[config.mk]
export PLATFORM = sky130hd
export DESIGN_NAME = intel_hex_record_parser_core
export DESIGN_NICKNAME = d
export VERILOG_FILES = /design/src/hw/rtl/ihex_pkg.sv /design/src/hw/rtl/ihex_front.sv /design/src/hw/rtl/ihex_back.sv /design/src/hw/rtl/intel_hex_record_parser_core.sv
export SDC_FILE = /design/constraint.sdc
export NUM_CORES = 1
export LEC_CHECK = 0
export BUFFER_PORTS_ARGS = -buffer_cell sky130_fd_sc_hd__clkbuf_2
export CAP_MARGIN = 5
export CORE_MARGIN = 2
export CORE_UTILIZATION = 36
export CTS_CLUSTER_DIAMETER = 200
export CTS_CLUSTER_SIZE = 40
export DETAILED_ROUTE_END_ITERATION = 16
export PLACE_DENSITY = 0.48
export SLEW_MARGIN = 10
export SYNTH_ARGS = -nofsm -noshare
export SYNTH_HDL_FRONTEND = slang
export SYNTH_HIERARCHICAL = 1
export SYNTH_SLANG_ARGS = --single-unit
[constraint.sdc]
create_clock -name i_clk -period 11.55 [get_ports i_clk]
set_input_delay 0.5775 -clock i_clk [delete_from_list [all_inputs] [get_ports i_clk]]
set_output_delay 0.5775 -clock i_clk [all_outputs]
set_load 0.005 [all_outputs]
[src/hw/rtl/ihex_pkg.sv]
package ihex_pkg;

    localparam int FRONT_DEPTH_DEF  = 2;
    localparam int RESULT_DEPTH_DEF = 2;

    localparam logic [16:0] IMAGE_LIMIT_RST = 17'd7168;

    localparam logic [7:0] CH_COLON = 8'h3A;
    localparam logic [7:0] CH_CR    = 8'h0D;
    localparam logic [7:0] CH_LF    = 8'h0A;

    localparam logic [7:0] RT_DATA = 8'h00;
    localparam logic [7:0] RT_EOF  = 8'h01;

    localparam logic [1:0] RK_DATA     = 2'd0;
    localparam logic [1:0] RK_REC_END  = 2'd1;
    localparam logic [1:0] RK_FINISHED = 2'd2;

    localparam logic [2:0] ST_OK        = 3'd0;
    localparam logic [2:0] ST_BAD_START = 3'd1;
    localparam logic [2:0] ST_BAD_HEX   = 3'd2;
    localparam logic [2:0] ST_LENGTH    = 3'd3;
    localparam logic [2:0] ST_CHECKSUM  = 3'd4;
    localparam logic [2:0] ST_RANGE     = 3'd5;
    localparam logic [2:0] ST_NO_END    = 3'd6;

    // One classified input item as handed from front to back.
    typedef struct packed {
        logic       eos;
        logic       is_hex;
        logic [3:0] nib;
        logic       is_colon;
        logic       is_cr;
        logic       is_lf;
    } t_cls;

    typedef struct packed {
        logic [1:0]  kind;
        logic [16:0] addr;
        logic [7:0]  data;
        logic [7:0]  rtype;
        logic [2:0]  status;
    } t_res;

    // Bit 4 set marks a character that is no hex digit.
    function automatic logic [4:0] hex_value(input logic [7:0] c);
        logic [7:0] d;
        d = 8'h00;
        if (c >= 8'h30 && c <= 8'h39) begin
            d = c - 8'h30;
            return {1'b0, d[3:0]};
        end
        if (c >= 8'h41 && c <= 8'h46) begin
            d = c - 8'h37;
            return {1'b0, d[3:0]};
        end
        if (c >= 8'h61 && c <= 8'h66) begin
            d = c - 8'h57;
            return {1'b0, d[3:0]};
        end
        return 5'b1_0000;
    endfunction

endpackage

[src/hw/rtl/ihex_front.sv]
module ihex_front #(
    parameter int DEPTH = 2
) (
    input  logic            i_clk,
    input  logic            i_rst_n,
    input  logic            i_push,
    output logic            o_full,
    input  logic            i_kind,
    input  logic [7:0]      i_ch,
    output logic            o_valid,
    output ihex_pkg::t_cls  o_cls,
    input  logic            i_take
);
    import ihex_pkg::*;

    localparam int PTR_W = (DEPTH > 1) ? $clog2(DEPTH) : 1;
    localparam int CNT_W = $clog2(DEPTH + 1);

    t_cls             r_q [DEPTH];
    logic [PTR_W-1:0] r_wp, n_wp;
    logic [PTR_W-1:0] r_rp, n_rp;
    logic [CNT_W-1:0] r_cnt, n_cnt;
    t_cls             cls;
    logic [4:0]       hv;
    logic             wr, rd;

    always_comb begin
        hv           = hex_value(i_ch);
        cls.eos      = i_kind;
        cls.is_hex   = ~hv[4];
        cls.nib      = hv[3:0];
        cls.is_colon = (i_ch == CH_COLON);
        cls.is_cr    = (i_ch == CH_CR);
        cls.is_lf    = (i_ch == CH_LF);
    end

    assign o_full  = (r_cnt == CNT_W'(DEPTH));
    assign o_valid = (r_cnt != '0);
    assign o_cls   = r_q[r_rp];
    assign wr      = i_push && !o_full;
    assign rd      = i_take && o_valid;

    always_comb begin
        n_wp  = r_wp;
        n_rp  = r_rp;
        n_cnt = r_cnt;
        if (wr) begin
            n_wp = (r_wp == PTR_W'(DEPTH - 1)) ? '0 : r_wp + 1'b1;
        end
        if (rd) begin
            n_rp = (r_rp == PTR_W'(DEPTH - 1)) ? '0 : r_rp + 1'b1;
        end
        if (wr && !rd) begin
            n_cnt = r_cnt + 1'b1;
        end else if (rd && !wr) begin
            n_cnt = r_cnt - 1'b1;
        end
    end

    always_ff @(posedge i_clk) begin
        if (!i_rst_n) begin
            r_wp  <= '0;
            r_rp  <= '0;
            r_cnt <= '0;
        end else begin
            r_wp  <= n_wp;
            r_rp  <= n_rp;
            r_cnt <= n_cnt;
        end
    end

    always_ff @(posedge i_clk) begin
        if (wr) begin
            r_q[r_wp] <= cls;
        end
    end

endmodule

[src/hw/rtl/ihex_back.sv]
module ihex_back #(
    parameter int DEPTH = 2
) (
    input  logic            i_clk,
    input  logic            i_rst_n,
    input  logic            i_cfg_we,
    input  logic [16:0]     i_cfg_wdata,
    input  logic            i_valid,
    input  ihex_pkg::t_cls  i_cls,
    output logic            o_take,
    output ihex_pkg::t_res  o_res,
    output logic            o_empty,
    input  logic            i_pop
);
    import ihex_pkg::*;

    localparam int PTR_W = (DEPTH > 1) ? $clog2(DEPTH) : 1;
    localparam int CNT_W = $clog2(DEPTH + 1);

    localparam logic [3:0] PH_COLON    = 4'd0;
    localparam logic [3:0] PH_LEN      = 4'd1;
    localparam logic [3:0] PH_ADDR     = 4'd2;
    localparam logic [3:0] PH_TYPE     = 4'd3;
    localparam logic [3:0] PH_DATA     = 4'd4;
    localparam logic [3:0] PH_CKS      = 4'd5;
    localparam logic [3:0] PH_TAIL     = 4'd6;
    localparam logic [3:0] PH_AFTER_CR = 4'd7;
    localparam logic [3:0] PH_SKIP     = 4'd8;

    logic [16:0] r_limit;
    logic [3:0]  r_phase, n_phase;
    logic [2:0]  r_nib, n_nib;
    logic [15:0] r_acc, n_acc;
    logic [7:0]  r_len, n_len;
    logic [15:0] r_addr, n_addr;
    logic [7:0]  r_type, n_type;
    logic [7:0]  r_seen, n_seen;
    logic [7:0]  r_sum, n_sum;
    logic        r_halt, n_halt;

    t_res             r_q [DEPTH];
    logic [PTR_W-1:0] r_wp, n_wp;
    logic [PTR_W-1:0] r_rp, n_rp;
    logic [CNT_W-1:0] r_cnt, n_cnt;

    logic        emit;
    t_res        res;
    logic        do_fail, do_end;
    logic [2:0]  fail_code;
    logic [15:0] acc_next;
    logic [2:0]  nib_next;
    logic [2:0]  need;
    logic [7:0]  seen_next;
    logic [16:0] end_addr;
    logic        rd;

    assign o_take  = i_valid && (r_cnt != CNT_W'(DEPTH));
    assign o_empty = (r_cnt == '0);
    assign o_res   = r_q[r_rp];
    assign rd      = i_pop && !o_empty;

    assign acc_next  = {r_acc[11:0], i_cls.nib};
    assign nib_next  = r_nib + 3'd1;
    assign need      = (r_phase == PH_ADDR) ? 3'd4 : 3'd2;
    assign seen_next = r_seen + 8'd1;
    assign end_addr  = {1'b0, r_addr} + {9'd0, r_len};

    always_comb begin
        n_phase   = r_phase;
        n_nib     = r_nib;
        n_acc     = r_acc;
        n_len     = r_len;
        n_addr    = r_addr;
        n_type    = r_type;
        n_seen    = r_seen;
        n_sum     = r_sum;
        n_halt    = r_halt;
        emit      = 1'b0;
        res       = '0;
        do_fail   = 1'b0;
        do_end    = 1'b0;
        fail_code = ST_OK;

        if (o_take && !r_halt) begin
            if (i_cls.eos) begin
                n_halt     = 1'b1;
                emit       = 1'b1;
                res.kind   = RK_FINISHED;
                res.status = ST_NO_END;
            end else begin
                unique case (r_phase)
                    PH_COLON: begin
                        if (!i_cls.is_colon) begin
                            do_fail   = 1'b1;
                            fail_code = ST_BAD_START;
                        end else begin
                            n_nib   = '0;
                            n_acc   = '0;
                            n_len   = '0;
                            n_addr  = '0;
                            n_type  = '0;
                            n_seen  = '0;
                            n_sum   = '0;
                            n_phase = PH_LEN;
                        end
                    end
                    PH_SKIP: begin
                        if (i_cls.is_lf) begin
                            emit      = 1'b1;
                            res.rtype = r_type;
                            if (r_type == RT_EOF) begin
                                n_halt   = 1'b1;
                                res.kind = RK_FINISHED;
                            end else begin
                                n_phase  = PH_COLON;
                                res.kind = RK_REC_END;
                            end
                        end
                    end
                    PH_TAIL: begin
                        if (i_cls.is_cr) begin
                            n_phase = PH_AFTER_CR;
                        end else if (i_cls.is_lf) begin
                            do_end = 1'b1;
                        end else begin
                            do_fail   = 1'b1;
                            fail_code = ST_LENGTH;
                        end
                    end
                    PH_AFTER_CR: begin
                        if (i_cls.is_lf) begin
                            do_end = 1'b1;
                        end else begin
                            do_fail   = 1'b1;
                            fail_code = ST_LENGTH;
                        end
                    end
                    PH_LEN, PH_ADDR, PH_TYPE, PH_DATA, PH_CKS: begin
                        if (!i_cls.is_hex) begin
                            do_fail   = 1'b1;
                            fail_code = (i_cls.is_cr || i_cls.is_lf) ? ST_LENGTH : ST_BAD_HEX;
                        end else if (nib_next < need) begin
                            n_acc = acc_next;
                            n_nib = nib_next;
                        end else begin
                            n_nib = '0;
                            n_acc = '0;
                            case (r_phase)
                                PH_LEN: begin
                                    n_len   = acc_next[7:0];
                                    n_phase = PH_ADDR;
                                end
                                PH_ADDR: begin
                                    n_addr  = acc_next;
                                    n_phase = PH_TYPE;
                                end
                                PH_TYPE: begin
                                    n_type = acc_next[7:0];
                                    n_sum  = r_len + r_addr[15:8] + r_addr[7:0] + acc_next[7:0];
                                    if (acc_next[7:0] == RT_DATA) begin
                                        n_phase = (r_len == 8'd0) ? PH_CKS : PH_DATA;
                                    end else begin
                                        n_phase = PH_SKIP;
                                    end
                                end
                                PH_DATA: begin
                                    n_sum     = r_sum + acc_next[7:0];
                                    n_seen    = seen_next;
                                    emit      = 1'b1;
                                    res.kind  = RK_DATA;
                                    res.addr  = {1'b0, r_addr} + {9'd0, r_seen};
                                    res.data  = acc_next[7:0];
                                    res.rtype = r_type;
                                    if (seen_next == r_len) begin
                                        n_phase = PH_CKS;
                                    end
                                end
                                default: begin
                                    n_sum   = r_sum + acc_next[7:0];
                                    n_phase = PH_TAIL;
                                end
                            endcase
                        end
                    end
                    default: begin
                        do_fail   = 1'b1;
                        fail_code = ST_LENGTH;
                    end
                endcase
            end
        end

        // Checksum takes precedence over range at the line end.
        if (do_end) begin
            if (r_sum != 8'd0) begin
                do_fail   = 1'b1;
                fail_code = ST_CHECKSUM;
            end else if (end_addr > r_limit) begin
                do_fail   = 1'b1;
                fail_code = ST_RANGE;
            end else begin
                n_phase    = PH_COLON;
                emit       = 1'b1;
                res.kind   = RK_REC_END;
                res.rtype  = r_type;
                res.status = ST_OK;
            end
        end

        if (do_fail) begin
            n_halt     = 1'b1;
            emit       = 1'b1;
            res.kind   = RK_REC_END;
            res.addr   = '0;
            res.data   = '0;
            res.rtype  = r_type;
            res.status = fail_code;
        end
    end

    always_comb begin
        n_wp  = r_wp;
        n_rp  = r_rp;
        n_cnt = r_cnt;
        if (emit) begin
            n_wp = (r_wp == PTR_W'(DEPTH - 1)) ? '0 : r_wp + 1'b1;
        end
        if (rd) begin
            n_rp = (r_rp == PTR_W'(DEPTH - 1)) ? '0 : r_rp + 1'b1;
        end
        if (emit && !rd) begin
            n_cnt = r_cnt + 1'b1;
        end else if (rd && !emit) begin
            n_cnt = r_cnt - 1'b1;
        end
    end

    always_ff @(posedge i_clk) begin
        if (!i_rst_n) begin
            r_limit <= IMAGE_LIMIT_RST;
            r_phase <= PH_COLON;
            r_nib   <= '0;
            r_acc   <= '0;
            r_len   <= '0;
            r_addr  <= '0;
            r_type  <= '0;
            r_seen  <= '0;
            r_sum   <= '0;
            r_halt  <= 1'b0;
            r_wp    <= '0;
            r_rp    <= '0;
            r_cnt   <= '0;
        end else begin
            if (i_cfg_we) begin
                r_limit <= i_cfg_wdata;
            end
            r_phase <= n_phase;
            r_nib   <= n_nib;
            r_acc   <= n_acc;
            r_len   <= n_len;
            r_addr  <= n_addr;
            r_type  <= n_type;
            r_seen  <= n_seen;
            r_sum   <= n_sum;
            r_halt  <= n_halt;
            r_wp    <= n_wp;
            r_rp    <= n_rp;
            r_cnt   <= n_cnt;
        end
    end

    always_ff @(posedge i_clk) begin
        if (emit) begin
            r_q[r_wp] <= res;
        end
    end

endmodule

[src/hw/rtl/intel_hex_record_parser_core.sv]
// Channel   Direction  Handshake          Payload
// input     in         push / full        i_kind, i_ch
// result    out        empty / pop        o_result_kind, o_byte_address, o_data_byte,
//                                         o_record_type, o_status
// config    in         i_cfg_we           i_cfg_wdata (image limit)
//
// One character per cycle sustained while the result queue has room; a result passes the
// front queue register and then the result queue register before it is on the ports.
// The front queue holds classified characters, the back parser takes one per cycle while
// its result queue has room, so a stalled reader backs up into full after both queues fill.
// Reset is synchronous and empties both queues; the image limit returns to 7168.
module intel_hex_record_parser_core #(
    parameter int FRONT_DEPTH  = ihex_pkg::FRONT_DEPTH_DEF,
    parameter int RESULT_DEPTH = ihex_pkg::RESULT_DEPTH_DEF
) (
    input  logic        i_clk,
    input  logic        i_rst_n,
    input  logic        push,
    output logic        full,
    input  logic        i_kind,
    input  logic [7:0]  i_ch,
    output logic        empty,
    input  logic        pop,
    output logic [1:0]  o_result_kind,
    output logic [16:0] o_byte_address,
    output logic [7:0]  o_data_byte,
    output logic [7:0]  o_record_type,
    output logic [2:0]  o_status,
    input  logic        i_cfg_we,
    input  logic [16:0] i_cfg_wdata
);
    import ihex_pkg::*;

    logic fq_valid;
    logic fq_take;
    t_cls fq_cls;
    t_res res;

    ihex_front #(
        .DEPTH (FRONT_DEPTH)
    ) u_front (
        .i_clk   (i_clk),
        .i_rst_n (i_rst_n),
        .i_push  (push),
        .o_full  (full),
        .i_kind  (i_kind),
        .i_ch    (i_ch),
        .o_valid (fq_valid),
        .o_cls   (fq_cls),
        .i_take  (fq_take)
    );

    ihex_back #(
        .DEPTH (RESULT_DEPTH)
    ) u_back (
        .i_clk       (i_clk),
        .i_rst_n     (i_rst_n),
        .i_cfg_we    (i_cfg_we),
        .i_cfg_wdata (i_cfg_wdata),
        .i_valid     (fq_valid),
        .i_cls       (fq_cls),
        .o_take      (fq_take),
        .o_res       (res),
        .o_empty     (empty),
        .i_pop       (pop)
    );

    assign o_result_kind  = res.kind;
    assign o_byte_address = res.addr;
    assign o_data_byte    = res.data;
    assign o_record_type  = res.rtype;
    assign o_status       = res.status;

endmodule

# Word level (Yosys, flattened, before mapping)
# Memories as Yosys holds them, arrays and structs flattened. A register that Yosys moved wholly into a read port is not among the register bits.
# Index checks and enable logic that the tools add are counted.
# totals
mem_count	2
regBits	93
ramBits	94
output_inout_bits	40
# op_classes
n_bitwise	2
magnitude_cmp	8
reduce_logical	42
mux	136
n_addsub	19
eq_ne	23
# memory_table
name	words	word_bits	read_ports	rd_ports_with_merged_regs	write_ports	line	rtl
u_back.r_q	2	38	1	1	1	ihex_back.sv:41	t_res r_q [DEPTH];
u_front.r_q	2	9	1	1	1	ihex_front.sv:19	t_cls r_q [DEPTH];
# op_table
operator	n
$mux 8	13
$pmux 8 s2	6
$mux 38	2
$mux 35	2
$mux 33	2
$mux 16	4
$mux 4	13
$mux 1	49
$mux 3	12
$reduce_and 7->1	5
$add 16x8->17	2
$mux 11	3
$add 8x8->8	4
$pmux 16 s2	1
$pmux 4 s4	2
$mux 5	6
$mux 25	1
$mux 12	2
$pmux 12 s2	1
$mux 2	11
$gt 17x17->1	1
$eq 4x3->1 const B	4
$eq 8x4->1 const B	2
$ge 8x7->1 const B	2
other kinds (39)	80

# Depth between registers and ports, before layout
# logic_depth
ltp_word	16
ltp_mapped	16
depth_no_buf	16

# Modules after synthesis
# The synthesis kept the hierarchy.
# by_module_without_submodules
mod	cells_each	seq_area_each_um2	area_each_um2	n_inst
ihex_back	955	4083.9	9505.4	1
ihex_front	81	640.6	1092.3	1

# Worst setup path before layout
# OpenSTA, ideal clock, no wires.
# synth_timing
path_type	register -> register
start	reg with a tool-made name
end	mem u_back/r_q[1][0] in the netlist's numbering, enable pin
path_buffers	1
synth_period_minus_slack_ns	4.046
slack_ns	7.504
required_ns	11.111
arrival_ns	3.606
path_stages_with_launch	8
cell_sequence	dfxtp_1 clkbuf_1 mux2_2 or3b_2 o211ai_1 o311a_1 a21oi_1 nor2b_1
# synth_lines
element	line
end, declared	ihex_back.sv:41

==> results.md <==
- Transition at the pin with the smallest max-transition slack: 0.9831 ns
- Last weighted congestion value of the routability-driven placer: 0.8848
- Total Nets Final: 1,192
- Ranking of synthesized cells by area: sky130_fd_sc_hd__edfxtp_1 (27%), sky130_fd_sc_hd__dfxtp_1 (18%), sky130_fd_sc_hd__ha_1 (6.6%)
- Worst EP required: 11.74 ns
- Worst setup slack after layout: 7.109 ns
- Post-cts gate resize count: 0
- Clock slew seen by the registers of the worst setup and hold paths: 0.08 ns
- Relative slew slack: 0.3446
- Post-CTS Setup Repair Bufs: 0
- Flops & latches, synth: 189
- Unrepaired setup endpoints after global routing: no
- Max capacitance violation total: 0
- Total via count in the routed design: 7,755
- Crit path time final: 4.441 ns
- Slew Limit Fails: 0
- Max H-tree Level: 4
- Class of the most critical setup path: flop to flop
- Cell-by-cell trace of the critical path: ha_1 -> inv_1 -> fa_1 -> nor2b_1 -> o21ai_0 -> a21oi_1 -> o41ai_1 -> nor2_1 -> xor2_1 -> ha_1 -> a21oi_1 -> nor2_1 -> a2111oi_0 -> nand4b_1 -> o211ai_1 -> nand2_1
- Average routed wire per standard cell: 18.62 um
- Average footprint of a synthesized cell: 10.23 um2
- Area of the core: 28,860 um2
- Clock Path Buffers: 2
- Number of standard-cell rows in the floorplan: 62
- Asr flop ratio synth: 0
- Post-Synthesis Cells: 1,036
- Unique masters post-synth: 73
- Cell leakage power: 4.641 nW
- Die outline height: 175.6 um
- Critical path buffers and inverters: 1
- Library cell with the largest summed area after synthesis: sky130_fd_sc_hd__edfxtp_1
- Max rail drop VDD: 0.08966 mV
- Highest-delay cell along the critical path: sky130_fd_sc_hd__a2111oi_0
- Total routed wirelength: 27,660 um
- Start of the worst register-to-register path: u_back/r_len[0]$_SDFFE_PN0P_
- Number of flops mapped to enable cells by yosys: 94
- Initial Util: 0.3672
- CTS Hold Bufs: 0
- Tot GR Track Use: 0.1849
- Mapped Nets: 1,140
- Capture point of the worst path: u_back/r_q[1][2]$_DFFE_PP_
- Overflow left after global routing: 0
- Biggest fanout along the worst timing path: 5
- Via count of the first global-routing pass: 7,670
- Worst slack at placement: 7.173 ns
- Clock latency on the worst-skew pair: 0.44 ns
- Worst setup slack for register-to-register paths: 7.11 ns
- Setup Total Neg Slack: 0 ns
- CP Data Arrival Time: 4.63 ns
- Per-cell via count in the routed design: 5.222
- Top FF cell, synth: sky130_fd_sc_hd__dfxtp_1
- Critical R2R Capture: u_back/r_q[1][2]$_DFFE_PP_
- Final hold violation count: 0
- Category of the worst setup path capture point: flop
- Half-perimeter wire length after placement: 19,980 um
- Count of cell instances traversed by the critical path: 16
- Share of the cycle needed by the critical path after routing: 0.3845
- WHS: 0.3275 ns
- Fraction of layout instances using a drive strength above 1: 0.1671
- Commonest cells in the synthesized netlist: sky130_fd_sc_hd__dfxtp_1 (95), sky130_fd_sc_hd__nor2_1 (95), sky130_fd_sc_hd__edfxtp_1 (94), sky130_fd_sc_hd__nand2_1 (81), sky130_fd_sc_hd__a21oi_1 (62)
- Clock sink total: 189
- Stage delay of the slowest cell on the critical path: 0.82 ns
- Status: finished clean
- Worst Skew: 0.01342 ns
- Horizontal extent of the die: 175.6 um
- Cell family with most CP delay: compound AO/OA/AOI/OAI gates
- Die footprint: 30,830 um2
- Initial antenna violation count: 0
- Sequential share of the synthesized area: 0.4458
- PwrDens: 171.8 nW/um2
- Clock tree from TritonCTS: yes
- Syn Std Cell Area: 10,600 um2
- Diodes inserted: 0
- Cells after DPL: 1,453
- # DRC: 0
- Tightest Hold Check Type: primary input to flop
- Setup-violating endpoint count in the final report: 0
- 1st-pass router iterations: 5
- Antenna-violating nets left: 0
- First DRT Iteration DRCs: 453
- Critical path startpoint: u_back/r_len[0]$_SDFFE_PN0P_
- Area growth syn-to-layout: 12.48%
- Number of I/O port buffers: 70
- Post-synth top area share: 0.2664
- Maximum clock frequency: 0.2252 GHz
- Yosys warnings: 6
- Wire length of the first global-routing pass: 43,880 um
- Startpoint class of the critical path: flop
- Clock Root Buffer: sky130_fd_sc_hd__clkbuf_16
- Register-to-Register Path Depth: 16
- Pin count of the biggest net entering global routing: 78
- Number of standard cells in the layout, taps in and fillers out: 1,485
- CTS buffer count: 17
- Count of pins on the block boundary: 71
-- cell usage in the layout, fill, tap and decap left out, drive strengths merged, types with 11 or more instances in the layout --
cell / netlist / final
o21ai: 38 / 38
xor2: 24 / 24
nand3: 28 / 28
nor3: 19 / 19
nor2: 96 / 96
fa: 17 / 17
inv: 40 / 50
xnor2: 30 / 30
nand2: 82 / 82
dfxtp: 95 / 95
and2: 25 / 25
a21oi: 63 / 63
ha: 56 / 56
o21a: 16 / 16
a22oi: 14 / 14
clkbuf: 24 / 87
mux2: 49 / 49
edfxtp: 94 / 94
nor2b: 17 / 17
a21o: 14 / 14
mux2i: 33 / 33
nand4: 12 / 12
nor4: 11 / 11
-- metrics by stage --
| stage | instance area (um2) | total power [mW] | utilization |
|---|---|---|---|
| floorplan | 10600 | 1.246 | - |
| global placement | 11310 | 1.449 | 0.3920 |
| detailed placement | 11310 | 1.449 | 0.3920 |
| CTS | 11920 | 2.077 | 0.4131 |
| global route | 11920 | 2.168 | 0.4131 |
| finish | 11920 | 2.048 | 0.4131 |
-- worst min-delay path by stage --
| stage | start | end | slack [ns] | cells after the start |
|---|---|---|---|---|
| final | i_kind | u_front/r_q[1][8]$_DFFE_PP_ | 0.33 | 1 |
| after floorplan | u_back/r_acc[8]$_SDFFE_PN0P_ | u_back/r_addr[12]$_SDFFE_PN0P_ | 0.45 | 2 |
| after CTS | i_kind | u_front/r_q[1][8]$_DFFE_PP_ | 0.31 | 1 |
| after global routing | i_kind | u_front/r_q[1][8]$_DFFE_PP_ | 0.32 | 1 |
| after global placement | u_back/r_acc[9]$_SDFFE_PN0P_ | u_back/r_addr[13]$_SDFFE_PN0P_ | 0.46 | 2 |
| after detailed placement | u_back/r_acc[9]$_SDFFE_PN0P_ | u_back/r_addr[13]$_SDFFE_PN0P_ | 0.47 | 2 |
-- power breakdown --
part | internal [mW] | leakage, nW | switching, mW
clock | 0.314 | 0.301 | 0.305
combinational | 0.228 | 2.69 | 0.323
sequential | 0.824 | 1.65 | 0.0537
-- cell type report --
type | instances | area [um2]
multi-input cells | 762 | 5547
repair buffers | 78 | 410.4
flip-flops and latches | 189 | 4726
clock buffers | 17 | 425.4
clock inverters | 15 | 181.4
inverters | 40 | 150.1
well taps | 384 | 480.5
fillers | 2858 | 16940
-- sequential cells by signal (all words and copies together) (netlist names), 3 cells and up, named ones only --
register and count:
u_back/r_q 76, u_front/r_q 18, u_back/r_limit 17, u_back/r_addr 16, u_back/r_acc 12, u_back/r_len 8
u_back/r_seen 8, u_back/r_sum 8, u_back/r_type 8, u_back/r_phase 4, u_back/r_nib 3
-- kinds of logic after synthesis --
kind of cell,share of synthesized area
muxes,0.08324
buffers and inverters,0.03365
and+or+nand+nor,0.1627
adders and majority gates,0.09823
xor gates and xnor gates,0.04463
DFF,0.4458
AOI/OAI and AO/OA,0.1318
-- metal layers --
metal | part of all wire | GRT usage
met1 | 0.48 | 0.2569
met2 | 0.47 | 0.2984
met3 | 0.040 | 0.03160
met4 | 0.014 | 0.04924
met5 | 0 | 0
-- worst reg2reg max path: stages, from the launching register on --
cell and delay (ns):
sky130_fd_sc_hd__dfxtp_1 0.38, sky130_fd_sc_hd__ha_1 0.24, sky130_fd_sc_hd__inv_1 0.07, sky130_fd_sc_hd__fa_1 0.22, sky130_fd_sc_hd__nor2b_1 0.06, sky130_fd_sc_hd__o21ai_0 0.22, sky130_fd_sc_hd__a21oi_1 0.14, sky130_fd_sc_hd__o41ai_1 0.76
sky130_fd_sc_hd__nor2_1 0.14, sky130_fd_sc_hd__xor2_1 0.18, sky130_fd_sc_hd__ha_1 0.32, sky130_fd_sc_hd__a21oi_1 0.15, sky130_fd_sc_hd__nor2_1 0.05, sky130_fd_sc_hd__a2111oi_0 0.82, sky130_fd_sc_hd__nand4b_1 0.18, sky130_fd_sc_hd__o211ai_1 0.18
sky130_fd_sc_hd__nand2_1 0.10
Power figures use the tool's default switching activity.
